--- config.mk ---
export PLATFORM = sky130hd
export DESIGN_NAME = intel_hex_page_assembler
export DESIGN_NICKNAME = d
export VERILOG_FILES = /design/src/rtl/ihpa_pkg.sv /design/src/rtl/intel_hex_page_assembler.sv /design/src/rtl/ihpa_parser.sv /design/src/rtl/ihpa_result_fifo.sv
export SDC_FILE = /design/constraint.sdc
export NUM_CORES = 1
export LEC_CHECK = 0
export BUFFER_PORTS_ARGS = -buffer_cell sky130_fd_sc_hd__buf_2
export CORE_MARGIN = 4
export CORE_UTILIZATION = 45
export CTS_BUF_LIST = sky130_fd_sc_hd__clkbuf_4 sky130_fd_sc_hd__clkbuf_8 sky130_fd_sc_hd__clkbuf_16
export CTS_CLUSTER_SIZE = 28
export DETAILED_ROUTE_END_ITERATION = 12
export GPL_TIMING_DRIVEN = 0
export RECOVER_POWER = 50
export SYNTH_ARGS = -nofsm -noshare
export SYNTH_HDL_FRONTEND = slang
export SYNTH_SLANG_ARGS = --single-unit
--- constraint.sdc ---
create_clock -name clk -period 9.12 [get_ports clk]
set_clock_uncertainty 0.2 [all_clocks]
set_input_delay 0.912 -clock clk [delete_from_list [all_inputs] [get_ports clk]]
set_output_delay 0.912 -clock clk [all_outputs]
set_load 0.01 [all_outputs]
--- src/rtl/ihpa_pkg.sv ---
// Shared types, codes and helpers for the Intel HEX page assembler.
`default_nettype none

package ihpa_pkg;

  localparam int PAGE_BYTES_DEF = 64;

  // Result queue: an item is taken only while at most FIFO_ACCEPT_MAX entries are held,
  // so the two results of one item always fit.
  localparam int FIFO_DEPTH      = 4;
  localparam int FIFO_ACCEPT_MAX = FIFO_DEPTH - 2;
  localparam int FIFO_PW         = $clog2(FIFO_DEPTH);
  localparam int FIFO_LW         = $clog2(FIFO_DEPTH + 1);

  localparam logic [7:0] CHAR_COLON = 8'h3A;
  localparam logic [7:0] CHAR_LF    = 8'h0A;
  localparam logic [7:0] CHAR_CR    = 8'h0D;

  localparam logic [7:0] REC_DATA    = 8'h00;
  localparam logic [7:0] REC_EOF     = 8'h01;
  localparam logic [7:0] REC_EXT_LIN = 8'h04;

  typedef enum logic [1:0] {
    KIND_DATA   = 2'd0,
    KIND_CLOSE  = 2'd1,
    KIND_ACCEPT = 2'd2,
    KIND_REJECT = 2'd3
  } kind_t;

  typedef enum logic [3:0] {
    PH_START  = 4'd0,
    PH_LEN_H  = 4'd1,
    PH_LEN_L  = 4'd2,
    PH_OFF0   = 4'd3,
    PH_OFF1   = 4'd4,
    PH_OFF2   = 4'd5,
    PH_OFF3   = 4'd6,
    PH_TYPE_H = 4'd7,
    PH_TYPE_L = 4'd8,
    PH_DATA_H = 4'd9,
    PH_DATA_L = 4'd10,
    PH_TAIL   = 4'd11
  } phase_t;

  typedef struct packed {
    kind_t       kind;
    logic [7:0]  data_byte;
    logic [30:0] word_address;
    logic [6:0]  page_bytes;
    logic        last;
  } result_t;

  // Results of one item: up to two, in order.
  typedef struct packed {
    result_t    r0;
    result_t    r1;
    logic [1:0] count;
  } push_t;

  typedef struct packed {
    logic       valid;
    logic [3:0] value;
  } hex_t;

  function automatic hex_t hex_decode(input logic [7:0] c);
    hex_t h;
    h.valid = 1'b1;
    if (c inside {[8'h30:8'h39]}) begin
      h.value = 4'(c - 8'h30);
    end else if (c inside {[8'h41:8'h46]}) begin
      h.value = 4'(c - 8'h37);
    end else if (c inside {[8'h61:8'h66]}) begin
      h.value = 4'(c - 8'h57);
    end else begin
      h.valid = 1'b0;
      h.value = 4'd0;
    end
    return h;
  endfunction

  function automatic result_t mk_result(input kind_t k, input logic [7:0] b,
                                        input logic [30:0] a, input logic [6:0] f);
    result_t r;
    r.kind         = k;
    r.data_byte    = b;
    r.word_address = a;
    r.page_bytes   = f;
    r.last         = 1'b0;
    return r;
  endfunction

endpackage

`default_nettype wire

--- src/rtl/intel_hex_page_assembler.sv ---
// Top level of the Intel HEX page assembler: parser plus result queue.
// Usage:
//   Input channel (in_valid / in_stall): one text character per item, or an
//   end_of_input marker that finishes the open line and flushes the open page.
//   Output channel (out_valid / out_stall): one result per item - data byte,
//   page closed, line accepted or line rejected - with the page word address
//   and fill. last marks the final result caused by one input item.
// Latency: results of an item join the result queue the cycle after it is taken.
// Throughput: one character per cycle while each item yields at most one
//   result and out_stall is low. Items yielding two results (page close after
//   a byte, end-of-file record with an open page, end of input on an open
//   line with an open page) hold the output longer; the four-entry result
//   queue absorbs this and in_stall rises only when more than two are held.
// Reset: rst is synchronous; it returns the parser to line start, empties the
//   page and the queue, and clears the upper linear base.
// Stall: when out_stall holds, the head result stays put and the queue fills;
//   in_stall then holds the input side until room for two results returns.
`default_nettype none

module intel_hex_page_assembler #(
  parameter int PAGE_BYTES = ihpa_pkg::PAGE_BYTES_DEF
) (
  input  wire logic        clk,
  input  wire logic        rst,
  input  wire logic        in_valid,
  output logic             in_stall,
  input  wire logic [7:0]  character,
  input  wire logic        end_of_input,
  output logic             out_valid,
  input  wire logic        out_stall,
  output logic [1:0]       kind,
  output logic [7:0]       data_byte,
  output logic [30:0]      word_address,
  output logic [6:0]       page_bytes,
  output logic             last
);

  localparam int LW = ihpa_pkg::FIFO_LW;

  logic                    accept;
  logic                    pop;
  ihpa_pkg::push_t         push;
  ihpa_pkg::result_t       head;
  logic [LW-1:0]           level;

  // stall depends only on queue level, never on out_stall
  assign in_stall  = (level > LW'(ihpa_pkg::FIFO_ACCEPT_MAX));
  assign accept    = in_valid && !in_stall;
  assign out_valid = (level != '0);
  assign pop       = out_valid && !out_stall;

  ihpa_parser #(
    .PAGE_BYTES(PAGE_BYTES)
  ) u_parser (
    .clk          (clk),
    .rst          (rst),
    .accept       (accept),
    .character    (character),
    .end_of_input (end_of_input),
    .push         (push)
  );

  ihpa_result_fifo u_fifo (
    .clk     (clk),
    .rst     (rst),
    .push_en (accept),
    .push    (push),
    .pop     (pop),
    .head    (head),
    .level   (level)
  );

  assign kind         = head.kind;
  assign data_byte    = head.data_byte;
  assign word_address = head.word_address;
  assign page_bytes   = head.page_bytes;
  assign last         = head.last;

  // A newline always finishes a line, so a result must be waiting next cycle.
  a_newline_result: assert property (@(posedge clk) disable iff (rst)
    (accept && !end_of_input && character == ihpa_pkg::CHAR_LF) |=> out_valid)
    else $error("newline item produced no result");

  // Queue never holds more than its depth.
  a_no_overflow: assert property (@(posedge clk) disable iff (rst)
    level <= LW'(ihpa_pkg::FIFO_DEPTH))
    else $error("result queue overflow");

  // Reset empties the output side.
  a_reset_empty: assert property (@(posedge clk)
    $past(rst) |-> !out_valid)
    else $error("results visible after reset");

endmodule

`default_nettype wire

--- src/rtl/ihpa_parser.sv ---
// Line parser and page tracker: one character per cycle on accept, up to two results per item.
`default_nettype none

module ihpa_parser #(
  parameter int PAGE_BYTES = ihpa_pkg::PAGE_BYTES_DEF
) (
  input  wire logic         clk,
  input  wire logic         rst,
  input  wire logic         accept,
  input  wire logic [7:0]   character,
  input  wire logic         end_of_input,
  output ihpa_pkg::push_t   push
);

  localparam int FW = $clog2(PAGE_BYTES + 1);
  localparam logic [FW-1:0] FULL = FW'(PAGE_BYTES);

  ihpa_pkg::phase_t phase, phase_next;
  logic [3:0]    high_nibble, high_nibble_next;
  logic [7:0]    record_length, record_length_next;
  logic [15:0]   record_offset, record_offset_next;
  logic [7:0]    record_kind, record_kind_next;
  logic [7:0]    bytes_done, bytes_done_next;
  logic [15:0]   upper_base, upper_base_next;
  logic [30:0]   page_start, page_start_next;
  logic [FW-1:0] page_fill, page_fill_next;
  logic          line_bad, line_bad_next;

  ihpa_pkg::hex_t hv;
  logic [7:0]     bd_inc;
  logic           finish;
  logic           digit_step;

  function automatic logic [6:0] fill7(input logic [FW-1:0] f);
    logic [8:0] e;
    e = 9'(f);
    return e[6:0];
  endfunction

  assign hv     = ihpa_pkg::hex_decode(character);
  assign bd_inc = bytes_done + 8'd1;
  assign finish = end_of_input ? (phase != ihpa_pkg::PH_START || line_bad)
                               : (character == ihpa_pkg::CHAR_LF);
  assign digit_step = !end_of_input && character != ihpa_pkg::CHAR_CR &&
                      character != ihpa_pkg::CHAR_LF && phase != ihpa_pkg::PH_START &&
                      phase != ihpa_pkg::PH_TAIL && !line_bad && hv.valid;

  // Next phase and bad-line flag
  always_comb begin
    phase_next    = phase;
    line_bad_next = line_bad;
    if (finish) begin
      phase_next    = ihpa_pkg::PH_START;
      line_bad_next = 1'b0;
    end else if (end_of_input || character == ihpa_pkg::CHAR_CR) begin
      phase_next = phase;
    end else if (phase == ihpa_pkg::PH_START) begin
      if (character == ihpa_pkg::CHAR_COLON) begin
        phase_next = ihpa_pkg::PH_LEN_H;
      end else begin
        line_bad_next = 1'b1;
        phase_next    = ihpa_pkg::PH_TAIL;
      end
    end else if (!line_bad && phase != ihpa_pkg::PH_TAIL) begin
      if (!hv.valid) begin
        line_bad_next = 1'b1;
      end else begin
        case (phase)
          ihpa_pkg::PH_LEN_H:  phase_next = ihpa_pkg::PH_LEN_L;
          ihpa_pkg::PH_LEN_L:  phase_next = ihpa_pkg::PH_OFF0;
          ihpa_pkg::PH_OFF0:   phase_next = ihpa_pkg::PH_OFF1;
          ihpa_pkg::PH_OFF1:   phase_next = ihpa_pkg::PH_OFF2;
          ihpa_pkg::PH_OFF2:   phase_next = ihpa_pkg::PH_OFF3;
          ihpa_pkg::PH_OFF3:   phase_next = ihpa_pkg::PH_TYPE_H;
          ihpa_pkg::PH_TYPE_H: phase_next = ihpa_pkg::PH_TYPE_L;
          ihpa_pkg::PH_TYPE_L: phase_next = (record_length == 8'd0) ? ihpa_pkg::PH_TAIL
                                                                    : ihpa_pkg::PH_DATA_H;
          ihpa_pkg::PH_DATA_H: phase_next = ihpa_pkg::PH_DATA_L;
          ihpa_pkg::PH_DATA_L: phase_next = (bd_inc >= record_length) ? ihpa_pkg::PH_TAIL
                                                                      : ihpa_pkg::PH_DATA_H;
          default:             phase_next = ihpa_pkg::PH_START;
        endcase
      end
    end
  end

  // Datapath and results
  always_comb begin
    ihpa_pkg::result_t slot [2];
    logic [1:0]    n;
    logic [FW-1:0] fill_v;
    logic [30:0]   ps_v;
    logic [7:0]    byte_v;
    logic [15:0]   sum;

    high_nibble_next   = high_nibble;
    record_length_next = record_length;
    record_offset_next = record_offset;
    record_kind_next   = record_kind;
    bytes_done_next    = bytes_done;
    upper_base_next    = upper_base;
    fill_v   = page_fill;
    ps_v     = page_start;
    n        = 2'd0;
    byte_v   = {high_nibble, hv.value};
    sum      = record_offset + {8'd0, bytes_done};
    slot[0]  = ihpa_pkg::mk_result(ihpa_pkg::KIND_DATA, 8'd0, 31'd0, 7'd0);
    slot[1]  = slot[0];

    if (finish) begin
      if (!line_bad && phase == ihpa_pkg::PH_TAIL) begin
        if (record_kind == ihpa_pkg::REC_EOF && fill_v != '0) begin
          slot[n[0]] = ihpa_pkg::mk_result(ihpa_pkg::KIND_CLOSE, 8'd0, ps_v, fill7(fill_v));
          n = n + 2'd1;
          fill_v = '0;
        end
        slot[n[0]] = ihpa_pkg::mk_result(ihpa_pkg::KIND_ACCEPT, 8'd0, ps_v, fill7(fill_v));
        n = n + 2'd1;
      end else begin
        slot[n[0]] = ihpa_pkg::mk_result(ihpa_pkg::KIND_REJECT, 8'd0, ps_v, fill7(fill_v));
        n = n + 2'd1;
      end
    end

    if (end_of_input && fill_v != '0) begin
      slot[n[0]] = ihpa_pkg::mk_result(ihpa_pkg::KIND_CLOSE, 8'd0, ps_v, fill7(fill_v));
      n = n + 2'd1;
      fill_v = '0;
    end

    if (digit_step) begin
      case (phase)
        ihpa_pkg::PH_LEN_H, ihpa_pkg::PH_TYPE_H, ihpa_pkg::PH_DATA_H: begin
          high_nibble_next = hv.value;
        end
        ihpa_pkg::PH_LEN_L: begin
          record_length_next = byte_v;
          record_offset_next = 16'd0;
        end
        ihpa_pkg::PH_OFF0, ihpa_pkg::PH_OFF1, ihpa_pkg::PH_OFF2, ihpa_pkg::PH_OFF3: begin
          record_offset_next = {record_offset[11:0], hv.value};
        end
        ihpa_pkg::PH_TYPE_L: begin
          record_kind_next = byte_v;
          bytes_done_next  = 8'd0;
        end
        ihpa_pkg::PH_DATA_L: begin
          if (record_kind == ihpa_pkg::REC_DATA) begin
            // page address latched by its first byte
            if (fill_v == '0) begin
              ps_v = {upper_base, sum[15:1]};
            end
            fill_v = fill_v + FW'(1);
            slot[n[0]] = ihpa_pkg::mk_result(ihpa_pkg::KIND_DATA, byte_v, ps_v, fill7(fill_v));
            n = n + 2'd1;
            if (fill_v >= FULL) begin
              slot[n[0]] = ihpa_pkg::mk_result(ihpa_pkg::KIND_CLOSE, 8'd0, ps_v,
                                               fill7(fill_v));
              n = n + 2'd1;
              fill_v = '0;
            end
          end else if (record_kind == ihpa_pkg::REC_EXT_LIN) begin
            if (bytes_done == 8'd0) begin
              record_offset_next = {8'd0, byte_v};
            end else if (bytes_done == 8'd1) begin
              upper_base_next = {record_offset[7:0], byte_v};
            end
          end
          bytes_done_next = bd_inc;
        end
        default: ;
      endcase
    end

    if (n == 2'd1) begin
      slot[0].last = 1'b1;
    end else if (n == 2'd2) begin
      slot[1].last = 1'b1;
    end

    page_fill_next  = fill_v;
    page_start_next = ps_v;
    push.r0    = slot[0];
    push.r1    = slot[1];
    push.count = n;
  end

  always_ff @(posedge clk) begin
    if (rst) begin
      phase         <= ihpa_pkg::PH_START;
      high_nibble   <= 4'd0;
      record_length <= 8'd0;
      record_offset <= 16'd0;
      record_kind   <= 8'd0;
      bytes_done    <= 8'd0;
      upper_base    <= 16'd0;
      page_start    <= 31'd0;
      page_fill     <= '0;
      line_bad      <= 1'b0;
    end else if (accept) begin
      phase         <= phase_next;
      high_nibble   <= high_nibble_next;
      record_length <= record_length_next;
      record_offset <= record_offset_next;
      record_kind   <= record_kind_next;
      bytes_done    <= bytes_done_next;
      upper_base    <= upper_base_next;
      page_start    <= page_start_next;
      page_fill     <= page_fill_next;
      line_bad      <= line_bad_next;
    end
  end

endmodule

`default_nettype wire

--- src/rtl/ihpa_result_fifo.sv ---
// Result queue: takes up to two results per cycle, hands out one.
`default_nettype none

module ihpa_result_fifo (
  input  wire logic                            clk,
  input  wire logic                            rst,
  input  wire logic                            push_en,
  input  wire ihpa_pkg::push_t                 push,
  input  wire logic                            pop,
  output ihpa_pkg::result_t                    head,
  output logic [ihpa_pkg::FIFO_LW-1:0]         level
);

  localparam int PW = ihpa_pkg::FIFO_PW;
  localparam int LW = ihpa_pkg::FIFO_LW;

  ihpa_pkg::result_t entries [ihpa_pkg::FIFO_DEPTH];
  logic [PW-1:0] wr_ptr, rd_ptr, wr_ptr1;
  logic [1:0]    pushn;

  assign pushn   = push_en ? push.count : 2'd0;
  assign wr_ptr1 = wr_ptr + PW'(1);
  assign head    = entries[rd_ptr];

  always_ff @(posedge clk) begin
    for (int i = 0; i < ihpa_pkg::FIFO_DEPTH; i++) begin
      if (pushn != 2'd0 && wr_ptr == PW'(i)) begin
        entries[i] <= push.r0;
      end
      if (pushn == 2'd2 && wr_ptr1 == PW'(i)) begin
        entries[i] <= push.r1;
      end
    end
  end

  always_ff @(posedge clk) begin
    if (rst) begin
      wr_ptr <= '0;
      rd_ptr <= '0;
      level  <= '0;
    end else begin
      wr_ptr <= wr_ptr + PW'(pushn);
      rd_ptr <= rd_ptr + PW'(pop);
      level  <= level + LW'(pushn) - LW'(pop);
    end
  end

endmodule

`default_nettype wire

==> flow_summary.json <==
{
  "clock_path_buffers": 3,
  "maxCapViolCount": 2,
  "pwr-share-seq": 0.426,
  "start_util": 0.458,
  "finalCriticalPeriod_ns": 7.74,
  "cp-endpoint": "u_fifo.entries[0][22]$_DFFE_PP_",
  "r2r_start": "u_parser.record_kind[2]$_SDFFE_PP0P_",
  "slew_violations": 14,
  "netlist_instances": 1377,
  "worstSetupPathType": "input port to flip-flop",
  "dp_slack_ns": 1.98,
  "finalCritPeriodShare": 0.849,
  "top_layer": "met4",
  "die_y_um": 199,
  "drt_iter0_drc": 826,
  "crit_start": "character[4]",
  "place.gp.congestion": 0.920,
  "setup_viol_count_final": 0,
  "drt_wl_total_um": 46100,
  "fp.dieW_um": 199,
  "routed-wl-met2_um": 21200,
  "worst_pin_slew_ns": 2.96,
  "status": "finished with violations",
  "leakage_nw": 7.11,
  "synth-edff-count": 196,
  "met1_length_um": 20800,
  "grt_max_degree": 50,
  "syn_area_sq_um": 16400,
  "async_reset_ff_frac": 0,
  "cts_tree": "built",
  "hp-start": "u_parser.page_start[28]$_SDFFE_PP0P_",
  "grt-ovfl-total": 0,
  "startpoint_type": "input port",
  "critical_path_required_ns": 9.27,
  "grt_pass1_vias": 11600,
  "drc_errors": 0,
  "r2r_end": "u_fifo.entries[0][22]$_DFFE_PP_",
  "cts_buffers": 35,
  "syn-num-nets": 1423,
  "wl_met3_um": 3040,
  "cts_hold_buf": 0,
  "post_cts_resized": 0,
  "core_area_sq_um": 35700,
  "synth_top_cell_by_area": "edfxtp_1",
  "antenna_found_initial": 0,
  "violations": "capacitance limit, slew limit",
  "cts_root_buf": "clkbuf_16",
  "n_antenna_cell": 0,
  "placed_area_sq_um": 17500,
  "tns_ns": 0,
  "maxSlewHeadroom": -1.03,
  "clkSlewWorstSetupHoldPaths_ns": 0.06,
  "h-tree-depth": 2,
  "clock-sinks": 306,
  "finalInstanceArea_sq_um": 18300,
  "peakVddDrop_v": 0.000127,
  "r2r_setup_slack_ns": 1.42,
  "p_sw_mw": 1.15,
  "reg2regPathDepth": 16,
  "worstPathMaxFanout": 10,
  "synth-seq-cells": 306,
  "cts_setup_buffers": 0,
  "syn_to_final_growth_pct": 12.0,
  "vias": 11700,
  "powerDensity_nw_per_um2": 207,
  "yosysMostFrequentCell": "edfxtp_1",
  "netSwitchingFraction": 0.302,
  "synth-seq-area-share": 0.494,
  "grt_pass1_wl_um": 70500,
  "hpwl_um": 32800,
  "ys_types": 82,
  "hold_path.class": "flip-flop to flip-flop",
  "ios": 64,
  "rows": 69,
  "drive_gt1_frac": 0.135,
  "synth_top_flop_cell": "edfxtp_1",
  "max_freq_ghz": 0.129,
  "setup_ws_ns": 1.38,
  "die-area_sq_um": 39500,
  "postRouteAntennaNets": 0,
  "yosysWarnings": 0,
  "cp.arrival_ns": 7.89,
  "vias_per_cell": 5.93,
  "p_int_mw": 2.65,
  "clk-insertion-delay-late_ns": 0.52,
  "crit_path_end_kind": "flip-flop",
  "wl_per_cell_um": 23.3,
  "hold_violations": 0,
  "syn_avg_cell_area_sq_um": 11.9,
  "rsz0062_at_grt": "false",
  "power_frac_comb": 0.235,
  "nNetsFinal": 1540,
  "port_buffers": 63,
  "synthTopCellsByCount": "edfxtp_1, mux2i_1, nor2_1, dfxtp_1, nand2_1",
  "synth_top_area_frac": 0.360,
  "synth_area_leaders": "edfxtp_1, dfxtp_1, mux2i_1",
  "clock_power_share": 0.339,
  "grt_usage": 0.233,
  "firstDrtPassIters": 5
}
## kinds of logic (layout without fill, tap and decap cells)
| kind of cell | Yosys count | count (layout) | share of synthesized area |
|---|---|---|---|
| AOI/OAI and AO/OA | 262 | 262 | 0.130 |
| muxes | 236 | 236 | 0.183 |
| adders and majority gates | 33 | 33 | 0.0262 |
| and+or+nand+nor | 395 | 395 | 0.114 |
| DFF | 306 | 306 | 0.494 |
| buffers and inverters | 116 | 258 | 0.0351 |
| xor gates and xnor gates | 29 | 29 | 0.0176 |
## per-stage QoR
step / total power, mW / util / std cells / hold slack (ns)
after detailed placement: 2.59 / 0.490 / 1918 / 0.277
after global routing: 3.97 / 0.513 / 1980 / 0.308
after CTS: 3.87 / 0.519 / 1980 / 0.286
after floorplan: 2.24 / - / 1377 / 0.257
final: 3.80 / 0.513 / 1980 / 0.287
after global placement: 2.57 / 0.483 / 1901 / 0.269
## area by class of cell
cell class	count	area (sq um)
fill	3208	17400
clock inverter	19	93.8
timing repair buffer	80	459
inverter	32	120
multi-input combinational	955	7630
sequential	306	8090
tap	461	577
buffer	84	422
clock buffer	43	936
## per-layer routing
metal / track usage / vias to the layer above
li1: - / 5459
met1: 0.339 / 5835
met2: 0.374 / 371
met3: 0.0318 / 68
met4: 0.0562 / 0
met5: 0 / -
## registers in the layout, summed over array words and instances, names as in the netlist, 3 cells and up
| register | count |
|---|---|
| u_parser.record_offset | 16 |
| u_fifo.entries | 196 |
| u_parser.record_length | 8 |
| u_parser.page_start | 31 |
| u_parser.phase | 4 |
| u_parser.page_fill | 7 |
| u_parser.high_nibble | 4 |
| u_parser.record_kind | 8 |
| u_parser.upper_base | 16 |
| u_fifo.level | 3 |
| u_parser.bytes_done | 8 |
## power by group through the flow
stage / clock, mW / combinational [mW] / sequential [mW]
after floorplan: 0 / 0.593 / 1.65
after global placement: 0 / 0.899 / 1.67
after detailed placement: 0 / 0.945 / 1.65
after CTS: 1.31 / 0.947 / 1.62
after global routing: 1.37 / 0.970 / 1.63
final: 1.29 / 0.892 / 1.62
## worst min path at each step
stage	endpoint	slack (ns)	cells after the start
after floorplan	u_parser.record_offset[15]$_SDFFE_PP0P_	0.26	2
after global placement	u_parser.page_start[28]$_SDFFE_PP0P_	0.27	2
after detailed placement	u_parser.page_start[27]$_SDFFE_PP0P_	0.28	2
after CTS	u_parser.page_start[29]$_SDFFE_PP0P_	0.29	2
after global routing	u_parser.page_start[23]$_SDFFE_PP0P_	0.31	2
final	u_parser.page_start[28]$_SDFFE_PP0P_	0.29	2
## cell usage in the layout (no fill, tap or decap), types with 7 or more instances in the layout
cell,instances
edfxtp_1,196
mux2i_1,176
nor2_1,146
clkbuf_1,113
dfxtp_1,110
nand2_1,102
a21oi_1,72
mux4_2,49
a22oi_1,47
clkbuf_16,35
nand3_1,32
ha_1,31
inv_1,30
nor3_1,25
o21ai_0,24
buf_2,22
a22oi_4,20
nand2b_1,17
buf_6,15
xor2_1,15
xnor2_1,14
nor4_1,12
o211ai_1,10
a211oi_1,10
nor2b_1,9
clkinv_1,9
and3_1,9
mux2_2,9
a22oi_2,9
clkinv_2,9
a21o_1,8
clkbuf_4,8
nand3b_1,7
## worst max-delay path: stages
cell and delay (ns):
clkbuf_1 0.10, or4_1 0.65, o21ai_0 0.56, nand2_1 0.31
nand3_1 0.32, inv_1 0.08, ha_1 0.24, and3_1 0.25
a2111oi_0 0.67, o21ai_2 0.23, a2111oi_0 2.40, a21o_1 0.49
buf_4 0.29, a22oi_2 0.16, mux2i_1 0.20
No activity file was read; power rests on OpenSTA's default activity.
